## src/hw/rtl/rcd_pkg.sv

```systemverilog
// ----------------------------------------------------------------------------
// rcd_pkg
// Types, character codes and keyword tables of the continuation detector.
// ----------------------------------------------------------------------------
package rcd_pkg;

  localparam int DEPTH_WIDTH_DEF = 16;
  localparam int POS_W           = 3;
  localparam int KW_COUNT        = 8;
  localparam int CAND_W          = KW_COUNT + 1;
  localparam int CAND_AT         = KW_COUNT;
  localparam int KW_ASYNC        = 7;
  localparam int SKIP_W          = 2;
  localparam int ADDR_W          = 3;
  localparam int DATA_W          = 32;

  localparam logic [POS_W-1:0] POS_MAX = {POS_W{1'b1}};

  localparam logic [7:0] CH_SQUOTE = 8'h27;
  localparam logic [7:0] CH_DQUOTE = 8'h22;
  localparam logic [7:0] CH_BSLASH = 8'h5C;
  localparam logic [7:0] CH_AT     = 8'h40;
  localparam logic [7:0] CH_NL     = 8'h0A;
  localparam logic [7:0] CH_LPAREN = 8'h28;
  localparam logic [7:0] CH_RPAREN = 8'h29;
  localparam logic [7:0] CH_LBRACK = 8'h5B;
  localparam logic [7:0] CH_RBRACK = 8'h5D;
  localparam logic [7:0] CH_LBRACE = 8'h7B;
  localparam logic [7:0] CH_RBRACE = 8'h7D;
  localparam logic [7:0] CH_NUL    = 8'h00;

  // Register index of the async enable bit.
  localparam logic [0:0] REG_ASYNC_EN = 1'b0;

  typedef enum logic [2:0] {
    QM_NONE = 3'd0,
    QM_SQ1  = 3'd1,
    QM_DQ1  = 3'd2,
    QM_SQ3  = 3'd3,
    QM_DQ3  = 3'd4
  } quote_mode_t;

  typedef enum logic [2:0] {
    RSN_DONE      = 3'd0,
    RSN_TRIPLE    = 3'd1,
    RSN_BRACKET   = 3'd2,
    RSN_BACKSLASH = 3'd3,
    RSN_KEYWORD   = 3'd4
  } reason_t;

  typedef struct packed {
    logic advance;
    logic clear;
  } kw_ctrl_t;

  typedef struct packed {
    logic hit;
    logic at_start;
  } kw_stat_t;

  function automatic logic [POS_W-1:0] kw_len(input logic [2:0] k);
    logic [POS_W-1:0] len;
    case (k)
      3'd0:    len = 3'd2;
      3'd1:    len = 3'd5;
      3'd2:    len = 3'd3;
      3'd3:    len = 3'd3;
      3'd4:    len = 3'd4;
      3'd5:    len = 3'd3;
      3'd6:    len = 3'd5;
      default: len = 3'd5;
    endcase
    return len;
  endfunction

  // Byte p of keyword k, counted from the first letter.
  function automatic logic [7:0] kw_char(input logic [2:0] k, input logic [POS_W-1:0] p);
    logic [39:0] txt;
    logic [7:0]  ch;
    case (k)
      3'd0:    txt = {"if", 24'h0};
      3'd1:    txt = "while";
      3'd2:    txt = {"for", 16'h0};
      3'd3:    txt = {"try", 16'h0};
      3'd4:    txt = {"with", 8'h0};
      3'd5:    txt = {"def", 16'h0};
      3'd6:    txt = "class";
      default: txt = "async";
    endcase
    case (p)
      3'd0:    ch = txt[39:32];
      3'd1:    ch = txt[31:24];
      3'd2:    ch = txt[23:16];
      3'd3:    ch = txt[15:8];
      3'd4:    ch = txt[7:0];
      default: ch = CH_NUL;
    endcase
    return ch;
  endfunction

  function automatic logic is_ident(input logic [7:0] c);
    return (c >= 8'h30 && c <= 8'h39) || (c >= 8'h41 && c <= 8'h5A) ||
           (c >= 8'h61 && c <= 8'h7A) || c == 8'h5F;
  endfunction

endpackage

```

## src/hw/rtl/repl_continuation_detector.sv

```systemverilog
// Flow: an accepted item is held in the input register; a final item's result is then
// registered in the output register and shows on the outputs until it is taken.
// Throughput: one item per cycle; the state update is one pass of shallow
// logic from the input register. Only a result that waits unaccepted stalls.
// Reset (synchronous, rst_n low) clears the scan state and the async enable.
// ----------------------------------------------------------------------------
// repl_continuation_detector
// Decides per entered text whether an interactive prompt needs another line.
// ----------------------------------------------------------------------------
module repl_continuation_detector #(
  parameter int DEPTH_WIDTH = rcd_pkg::DEPTH_WIDTH_DEF
) (
  input  logic                       clk,
  input  logic                       rst_n,
  input  logic                       in_valid,
  output logic                       in_ready,
  input  logic [7:0]                 in_current_char,
  input  logic [7:0]                 in_next_char,
  input  logic [7:0]                 in_next_next_char,
  input  logic                       in_last_char_flag,
  output logic                       out_valid,
  input  logic                       out_ready,
  output logic                       out_need_more,
  output logic [2:0]                 out_reason_code,
  input  logic                       psel,
  input  logic                       penable,
  input  logic                       pwrite,
  input  logic [rcd_pkg::ADDR_W-1:0] paddr,
  input  logic [rcd_pkg::DATA_W-1:0] pwdata,
  output logic [rcd_pkg::DATA_W-1:0] prdata,
  output logic                       pready
);

  localparam logic signed [DEPTH_WIDTH-1:0] D_MAX = {1'b0, {(DEPTH_WIDTH-1){1'b1}}};
  localparam logic signed [DEPTH_WIDTH-1:0] D_MIN = {1'b1, {(DEPTH_WIDTH-1){1'b0}}};

  function automatic logic signed [DEPTH_WIDTH-1:0] sat_inc(
      input logic signed [DEPTH_WIDTH-1:0] v);
    return (v == D_MAX) ? v : v + 1'b1;
  endfunction

  function automatic logic signed [DEPTH_WIDTH-1:0] sat_dec(
      input logic signed [DEPTH_WIDTH-1:0] v);
    return (v == D_MIN) ? v : v - 1'b1;
  endfunction

  function automatic logic is_open(input logic signed [DEPTH_WIDTH-1:0] v);
    return !v[DEPTH_WIDTH-1] && (v != '0);
  endfunction

  // Configuration
  logic async_en_r;

  assign pready = 1'b1;
  assign prdata = {{(rcd_pkg::DATA_W-1){1'b0}}, async_en_r};

  always_ff @(posedge clk) begin
    if (!rst_n) begin
      async_en_r <= 1'b0;
    end else if (psel && penable && pwrite &&
                 paddr[rcd_pkg::ADDR_W-1:2] == rcd_pkg::REG_ASYNC_EN) begin
      async_en_r <= pwdata[0];
    end
  end

  // Input register
  logic       s1_valid_r;
  logic [7:0] s1_cur_r, s1_n1_r, s1_n2_r;
  logic       s1_last_r;
  logic       slot_free, s1_go;

  assign slot_free = !out_valid || out_ready;
  assign s1_go     = s1_valid_r && (!s1_last_r || slot_free);
  assign in_ready  = !s1_valid_r || s1_go;

  always_ff @(posedge clk) begin
    if (!rst_n) begin
      s1_valid_r <= 1'b0;
    end else if (in_ready) begin
      s1_valid_r <= in_valid;
    end
  end

  always_ff @(posedge clk) begin
    if (in_ready && in_valid) begin
      s1_cur_r  <= in_current_char;
      s1_n1_r   <= in_next_char;
      s1_n2_r   <= in_next_next_char;
      s1_last_r <= in_last_char_flag;
    end
  end

  // Keyword matcher
  rcd_pkg::kw_ctrl_t kw_ctrl;
  rcd_pkg::kw_stat_t kw_stat;

  assign kw_ctrl.advance = s1_go;
  assign kw_ctrl.clear   = s1_last_r;

  rcd_kw_match u_kw (
    .clk      (clk),
    .rst_n    (rst_n),
    .ctrl     (kw_ctrl),
    .cur_char (s1_cur_r),
    .async_en (async_en_r),
    .stat     (kw_stat)
  );

  // Quote and bracket scan
  rcd_pkg::quote_mode_t              qm_r, qm_nxt;
  logic [rcd_pkg::SKIP_W-1:0]        skip_r, skip_nxt;
  logic signed [DEPTH_WIDTH-1:0]     paren_r, paren_nxt;
  logic signed [DEPTH_WIDTH-1:0]     brack_r, brack_nxt;
  logic signed [DEPTH_WIDTH-1:0]     brace_r, brace_nxt;

  always_comb begin
    qm_nxt    = qm_r;
    skip_nxt  = skip_r;
    paren_nxt = paren_r;
    brack_nxt = brack_r;
    brace_nxt = brace_r;
    if (skip_r != '0) begin
      skip_nxt = skip_r - 1'b1;
    end else if (s1_cur_r == rcd_pkg::CH_SQUOTE) begin
      if ((qm_r == rcd_pkg::QM_NONE || qm_r == rcd_pkg::QM_SQ3) &&
          s1_n1_r == rcd_pkg::CH_SQUOTE && s1_n2_r == rcd_pkg::CH_SQUOTE) begin
        skip_nxt = 2'd2;
        qm_nxt   = (qm_r == rcd_pkg::QM_NONE) ? rcd_pkg::QM_SQ3 : rcd_pkg::QM_NONE;
      end else if (qm_r == rcd_pkg::QM_NONE) begin
        qm_nxt = rcd_pkg::QM_SQ1;
      end else if (qm_r == rcd_pkg::QM_SQ1) begin
        qm_nxt = rcd_pkg::QM_NONE;
      end
    end else if (s1_cur_r == rcd_pkg::CH_DQUOTE) begin
      if ((qm_r == rcd_pkg::QM_NONE || qm_r == rcd_pkg::QM_DQ3) &&
          s1_n1_r == rcd_pkg::CH_DQUOTE && s1_n2_r == rcd_pkg::CH_DQUOTE) begin
        skip_nxt = 2'd2;
        qm_nxt   = (qm_r == rcd_pkg::QM_NONE) ? rcd_pkg::QM_DQ3 : rcd_pkg::QM_NONE;
      end else if (qm_r == rcd_pkg::QM_NONE) begin
        qm_nxt = rcd_pkg::QM_DQ1;
      end else if (qm_r == rcd_pkg::QM_DQ1) begin
        qm_nxt = rcd_pkg::QM_NONE;
      end
    end else if (s1_cur_r == rcd_pkg::CH_BSLASH &&
                 (s1_n1_r == rcd_pkg::CH_SQUOTE || s1_n1_r == rcd_pkg::CH_DQUOTE ||
                  s1_n1_r == rcd_pkg::CH_BSLASH)) begin
      // An escape only hides the next byte inside a string.
      if (qm_r != rcd_pkg::QM_NONE) begin
        skip_nxt = 2'd1;
      end
    end else if (qm_r == rcd_pkg::QM_NONE) begin
      case (s1_cur_r)
        rcd_pkg::CH_LPAREN: paren_nxt = sat_inc(paren_r);
        rcd_pkg::CH_RPAREN: paren_nxt = sat_dec(paren_r);
        rcd_pkg::CH_LBRACK: brack_nxt = sat_inc(brack_r);
        rcd_pkg::CH_RBRACK: brack_nxt = sat_dec(brack_r);
        rcd_pkg::CH_LBRACE: brace_nxt = sat_inc(brace_r);
        rcd_pkg::CH_RBRACE: brace_nxt = sat_dec(brace_r);
        default: ;
      endcase
    end
  end

  // Decision for a final item
  logic             empty_text;
  rcd_pkg::reason_t reason;

  assign empty_text = kw_stat.at_start && s1_cur_r == rcd_pkg::CH_NUL;

  always_comb begin
    if (empty_text) begin
      reason = rcd_pkg::RSN_DONE;
    end else if (qm_nxt == rcd_pkg::QM_SQ3 || qm_nxt == rcd_pkg::QM_DQ3) begin
      reason = rcd_pkg::RSN_TRIPLE;
    end else if ((is_open(paren_nxt) || is_open(brack_nxt) || is_open(brace_nxt)) &&
                 qm_nxt == rcd_pkg::QM_NONE) begin
      reason = rcd_pkg::RSN_BRACKET;
    end else if (s1_cur_r == rcd_pkg::CH_BSLASH) begin
      reason = rcd_pkg::RSN_BACKSLASH;
    end else if (kw_stat.hit && s1_cur_r != rcd_pkg::CH_NL) begin
      reason = rcd_pkg::RSN_KEYWORD;
    end else begin
      reason = rcd_pkg::RSN_DONE;
    end
  end

  always_ff @(posedge clk) begin
    if (!rst_n || (s1_go && s1_last_r)) begin
      qm_r    <= rcd_pkg::QM_NONE;
      skip_r  <= '0;
      paren_r <= '0;
      brack_r <= '0;
      brace_r <= '0;
    end else if (s1_go) begin
      qm_r    <= qm_nxt;
      skip_r  <= skip_nxt;
      paren_r <= paren_nxt;
      brack_r <= brack_nxt;
      brace_r <= brace_nxt;
    end
  end

  // Output register
  logic       out_valid_r;
  logic       out_need_r;
  logic [2:0] out_reason_r;

  always_ff @(posedge clk) begin
    if (!rst_n) begin
      out_valid_r <= 1'b0;
    end else if (s1_go && s1_last_r) begin
      out_valid_r <= 1'b1;
    end else if (out_ready) begin
      out_valid_r <= 1'b0;
    end
  end

  always_ff @(posedge clk) begin
    if (s1_go && s1_last_r) begin
      out_need_r   <= (reason != rcd_pkg::RSN_DONE);
      out_reason_r <= reason;
    end
  end

  assign out_valid       = out_valid_r;
  assign out_need_more   = out_need_r;
  assign out_reason_code = out_reason_r;

endmodule

```

## src/hw/rtl/rcd_kw_match.sv

```systemverilog
// ----------------------------------------------------------------------------
// rcd_kw_match
// Matches the start of the text against the compound keywords and a leading
// at sign, one byte per item.
// ----------------------------------------------------------------------------
module rcd_kw_match (
  input  logic              clk,
  input  logic              rst_n,
  input  rcd_pkg::kw_ctrl_t ctrl,
  input  logic [7:0]        cur_char,
  input  logic              async_en,
  output rcd_pkg::kw_stat_t stat
);

  logic [rcd_pkg::POS_W-1:0]  pos_r, pos_nxt;
  logic [rcd_pkg::CAND_W-1:0] cand_r, cand_nxt;
  logic                       found_r, found_nxt;
  logic                       hit;

  always_comb begin
    cand_nxt  = cand_r;
    found_nxt = found_r;
    for (int k = 0; k < rcd_pkg::KW_COUNT; k++) begin
      if (cand_r[k]) begin
        if (pos_r < rcd_pkg::kw_len(3'(k))) begin
          if (cur_char != rcd_pkg::kw_char(3'(k), pos_r)) begin
            cand_nxt[k] = 1'b0;
          end
        end else begin
          if (pos_r == rcd_pkg::kw_len(3'(k)) && !rcd_pkg::is_ident(cur_char) &&
              (k != rcd_pkg::KW_ASYNC || async_en)) begin
            found_nxt = 1'b1;
          end
          cand_nxt[k] = 1'b0;
        end
      end
    end
    if (cand_r[rcd_pkg::CAND_AT]) begin
      if (pos_r == '0 && cur_char == rcd_pkg::CH_AT) begin
        found_nxt = 1'b1;
      end
      cand_nxt[rcd_pkg::CAND_AT] = 1'b0;
    end
    pos_nxt = (pos_r != rcd_pkg::POS_MAX) ? pos_r + 1'b1 : pos_r;

    // A keyword that ends exactly at the end of the text also counts.
    hit = found_nxt;
    for (int k = 0; k < rcd_pkg::KW_COUNT; k++) begin
      if (cand_nxt[k] && rcd_pkg::kw_len(3'(k)) == pos_nxt &&
          (k != rcd_pkg::KW_ASYNC || async_en)) begin
        hit = 1'b1;
      end
    end
  end

  assign stat.hit      = hit;
  assign stat.at_start = (pos_r == '0);

  always_ff @(posedge clk) begin
    if (!rst_n || (ctrl.advance && ctrl.clear)) begin
      pos_r   <= '0;
      cand_r  <= '1;
      found_r <= 1'b0;
    end else if (ctrl.advance) begin
      pos_r   <= pos_nxt;
      cand_r  <= cand_nxt;
      found_r <= found_nxt;
    end
  end

endmodule

```

## config.mk

```make
export PLATFORM = sky130hd
export DESIGN_NAME = repl_continuation_detector
export DESIGN_NICKNAME = d
export VERILOG_FILES = /design/src/hw/rtl/rcd_pkg.sv /design/src/hw/rtl/repl_continuation_detector.sv /design/src/hw/rtl/rcd_kw_match.sv
export SDC_FILE = /design/constraint.sdc
export NUM_CORES = 1
export LEC_CHECK = 0
export ABC_AREA = 1
export BUFFER_PORTS_ARGS = -buffer_cell sky130_fd_sc_hd__buf_2
export CAP_MARGIN = 10
export CORE_ASPECT_RATIO = 1.2
export CORE_MARGIN = 4
export CORE_UTILIZATION = 50
export DETAILED_ROUTE_END_ITERATION = 10
export PLACE_DENSITY = 0.76
export SLEW_MARGIN = 30
export SYNTH_ARGS = -nofsm -noshare
export SYNTH_HDL_FRONTEND = slang
export SYNTH_HIERARCHICAL = 1
export SYNTH_SLANG_ARGS = --single-unit
```

## constraint.sdc

```tcl
create_clock -name clk -period 3.2 [get_ports clk]
set_input_delay 0.48 -clock clk [delete_from_list [all_inputs] [get_ports clk]]
set_output_delay 0.48 -clock clk [all_outputs]
set_load 0.05 [all_outputs]
```

==> flow_summary.yaml <==
status:
  outcome: "completed"
sta:
  fin_skew_ns: 0.01076
  period_minus_slack_ns: 2.980
  final_max_slew_viol_count: 0
  max_slew_margin_pct: 41.75
  worst_margin_pin_slew_ns: 0.8728
  setup_viol_count_final: 0
  top_achievable_clock_speed_ghz: 0.3356
  period_share_pct: 93.12
  final-hold-violation-count: 0
floorplanning:
  initial_utilization_pct: 50.70
  die_height_um: 162.2
  die_w_um: 136.5
  core_area_um2: 19550
  num_rows: 56
  io-pin-count: 106
  dieArea_um2: 22150
synthesis:
  number_of_different_library_cells_in_the_post_synthesis_netlist: 54
  synthDominantAreaCellType: "sky130_fd_sc_hd__nand2_1"
  synth_edf_count: 29
  postSynthRegisterBits: 98
  ys.flop_type: "sky130_fd_sc_hd__dfxtp_1"
  post-synth-top-count-cell: "sky130_fd_sc_hd__nand2_1"
  synth_largest_type_area_fraction_pct: 20.90
  count_of_yosys_warnings_during_synthesis: 6
  post_synth_main_area_contributors: "sky130_fd_sc_hd__nand2_1 (21%), sky130_fd_sc_hd__dfxtp_1 (14%), sky130_fd_sc_hd__edfxtp_1 (8.8%)"
  synth_commonest_cells: "sky130_fd_sc_hd__nand2_1 (552), sky130_fd_sc_hd__nor2_1 (211), sky130_fd_sc_hd__inv_1 (207)"
  synth_seq_area_share_pct: 22.72
  avgSynthCellArea_um2: 5.743
  synth_async_sr_flop_share_pct: 0
  syn-instance-count: 1726
  netlist_area_um2: 9912
global_routing:
  grt_first_pass_wirelength_mm: 47.52
  grt_overflow: 0
  first_global_vias: 9921
  grt_antenna_before_repair: 0
  total_routing_usage_gr_pct: 26.00
  grt_max_degree: 58
critical_path:
  endpoint_kind: "flip-flop"
  worst_ep_required_time_ns: 3.31
  arrival_ns: 3.09
  critPathMaxFanout: 14
  crit_type: "reg -> reg"
  worst_setup_path_start_kind: "flip-flop"
clock_network:
  ctsRootBufferMaster: "sky130_fd_sc_hd__clkbuf_16"
  cts-buffers-inserted: 9
  cts_htree_levels: 3
  cts_num_sinks: 98
  cts_buffer_depth: 2
  cts.clk_slew.worst_paths_ns: 0.07
  clock_insertion_delay_worst_skew_ns: 0.36
  cts_tree: "yes"
cells_and_area:
  final_cell_area_um2: 10590
  antennaDiodeCount: 0
  n_fill_cell: 2001
  share_of_layout_cells_above_drive_strength_1_pct: 10.96
  sequential_area_um2: 2253
  layout.nets: 1827
  area_growth_syn_to_layout_pct: 6.829
  post_layout_nonfiller_instances: 2013
  multiInputGateArea_um2: 6379
routing:
  drt_wl_total_mm: 28.62
  number_of_drc_markers_after_the_initial_detailed_route_iteration: 1064
  detail_routed_net_length_per_standard_cell_um: 14.22
  remaining_drcs: 0
  route.vias.total: 10906
  ant_nets: 0
  via_per_inst: 5.418
  detailedRoute.firstPassIterationCount: 5
min_path:
  worst_hold_path_type: "in -> reg"
placed_design:
  place.detailed.instances: 1994
  place.port_buffers: 40
  gp_congestion: 0.9924
  placement.cell_area_um2: 10220
  place_hpwl_mm: 21.55
flow_run:
  max-cap-violations: 0
power:
  power.static_leakage_nw: 5.458
  cellPowerDensity_nw_per_um2: 347.6
  ir_worst_vdd_v: 0.0003009
==> sequential cells by signal (all words and copies together) (netlist names), 2 cells and up <==
signal           cells
brace_r             16
brack_r             16
out_reason_code      3
paren_r             16
qm_r                 3
s1_cur_r             8
s1_n1_r              8
s1_n2_r              8
skip_r               2
u_kw/cand_r          9
u_kw/pos_r           3
==> layout by cell type (no fill, tap or decap), drive strengths merged, types with 3 or more instances in the layout <==
master,synthesis,layout
a211oi,3,3
a21boi,7,7
a21oi,65,65
buf,79,77
clkbuf,18,11
clkinv,4,7
conb,2,32
dfxtp,69,69
edfxtp,29,29
ha,13,13
inv,218,218
nand2,584,584
nand3,165,165
nand3b,3,3
nand4,49,49
nor2,246,246
nor3,27,27
nor4,4,4
o211ai,20,20
o21ai,88,88
or2,3,3
xor2,17,17
==> metal layers <==
metal	up-vias	routed length, um	global-route usage (%)
met2	448	13160	42.20
met5	-	0	0
li1	5498	-	-
met4	0	911	10.59
met1	4880	12480	35.15
met3	80	2068	2.850
==> area by class of cell <==
class	count	area share, %
clock buffers	11	2.198
clock inverters	5	0.5081
inverters	222	7.988
multi-input cells	1339	60.24
flip-flops and latches	98	21.28
well taps	261	3.084
repair buffers	77	4.703
==> metrics by stage <==
stage                     utilization (%)  worst slack, ns  total power (W)  hold slack, ns  setup TNS (ns)
final                               54.17           0.2202         0.003681          0.2957               0
after global routing                54.17        -0.008930         0.003910          0.2915       -0.008930
after CTS                           53.75           0.1738         0.003668          0.2910               0
after global placement              52.28           0.2390         0.002554          0.4434               0
after floorplan                         -           0.6743         0.002337          0.4279               0
after detailed placement            52.28           0.1914         0.002566          0.4509               0
==> path summary, 6_finish.rpt <==
path / start / to / slack, ns / cells past startpoint
min: in_current_char[3] / s1_cur_r[3]$_DFFE_PP_ / 0.30 / 1
max reg2reg: s1_cur_r[2]$_DFFE_PP_ / out_need_more$_DFFE_PP_ / 0.22 / 19
min reg2reg: u_kw/cand_r[7]$_SDFFE_PP1P_ / u_kw/cand_r[7]$_SDFFE_PP1P_ / 0.46 / 2
max: s1_cur_r[2]$_DFFE_PP_ / out_need_more$_DFFE_PP_ / 0.22 / 19
==> where the power goes <==
| group | leakage [nW] | switching [W] | internal (W) | total (W) |
|---|---|---|---|---|
| logic | 4.47 | 0.000778 | 0.000339 | 0.00112 |
| registers | 0.849 | 0.000102 | 0.00135 | 0.00146 |
| clock network | 0.135 | 0.000502 | 0.000606 | 0.00111 |
| total | 5.46 | 0.00138 | 0.00230 | 0.00368 |
==> kinds of logic (layout without fill, tap and decap cells) <==
| logic type | count (synthesis) | in the layout | synth area share, % |
|---|---|---|---|
| AOI/OAI and AO/OA | 192 | 192 | 10.97 |
| xor gates and xnor gates | 17 | 17 | 1.502 |
| adders and majority gates | 13 | 13 | 1.641 |
| buffers and inverters | 319 | 315 | 14.57 |
| DFF | 98 | 98 | 22.72 |
| muxes | 1 | 1 | 0.1010 |
| other | 2 | 32 | 0.07577 |
| and+or+nand+nor | 1084 | 1084 | 48.42 |
==> what timing repair did <==
action,CTS,global route
buffers inserted,0,3
hold buffers,0,0
resized for setup,0,16
endpoints found under the hold margin,0,0
endpoints found under the setup margin,0,3
==> worst max-delay path, stage by stage, from the launching register on <==
cell and delay, ns:
sky130_fd_sc_hd__edfxtp_1 0.47, sky130_fd_sc_hd__buf_4 0.18, sky130_fd_sc_hd__nor2_2 0.12, sky130_fd_sc_hd__nand2_1 0.10, sky130_fd_sc_hd__nor2_4 0.24, sky130_fd_sc_hd__nor2_1 0.11, sky130_fd_sc_hd__clkinv_1 0.09, sky130_fd_sc_hd__nand3_4 0.19
sky130_fd_sc_hd__nor3_1 0.19, sky130_fd_sc_hd__nor2_1 0.08, sky130_fd_sc_hd__nor2_1 0.09, sky130_fd_sc_hd__nand2_1 0.05, sky130_fd_sc_hd__nor2_1 0.19, sky130_fd_sc_hd__nand3_1 0.10, sky130_fd_sc_hd__nand2_1 0.11, sky130_fd_sc_hd__nand3_2 0.09
sky130_fd_sc_hd__nand2_2 0.09, sky130_fd_sc_hd__nand2_2 0.06, sky130_fd_sc_hd__o21bai_1 0.12, sky130_fd_sc_hd__nand2_1 0.06
Note: power is estimated with default switching activity, not from simulation.
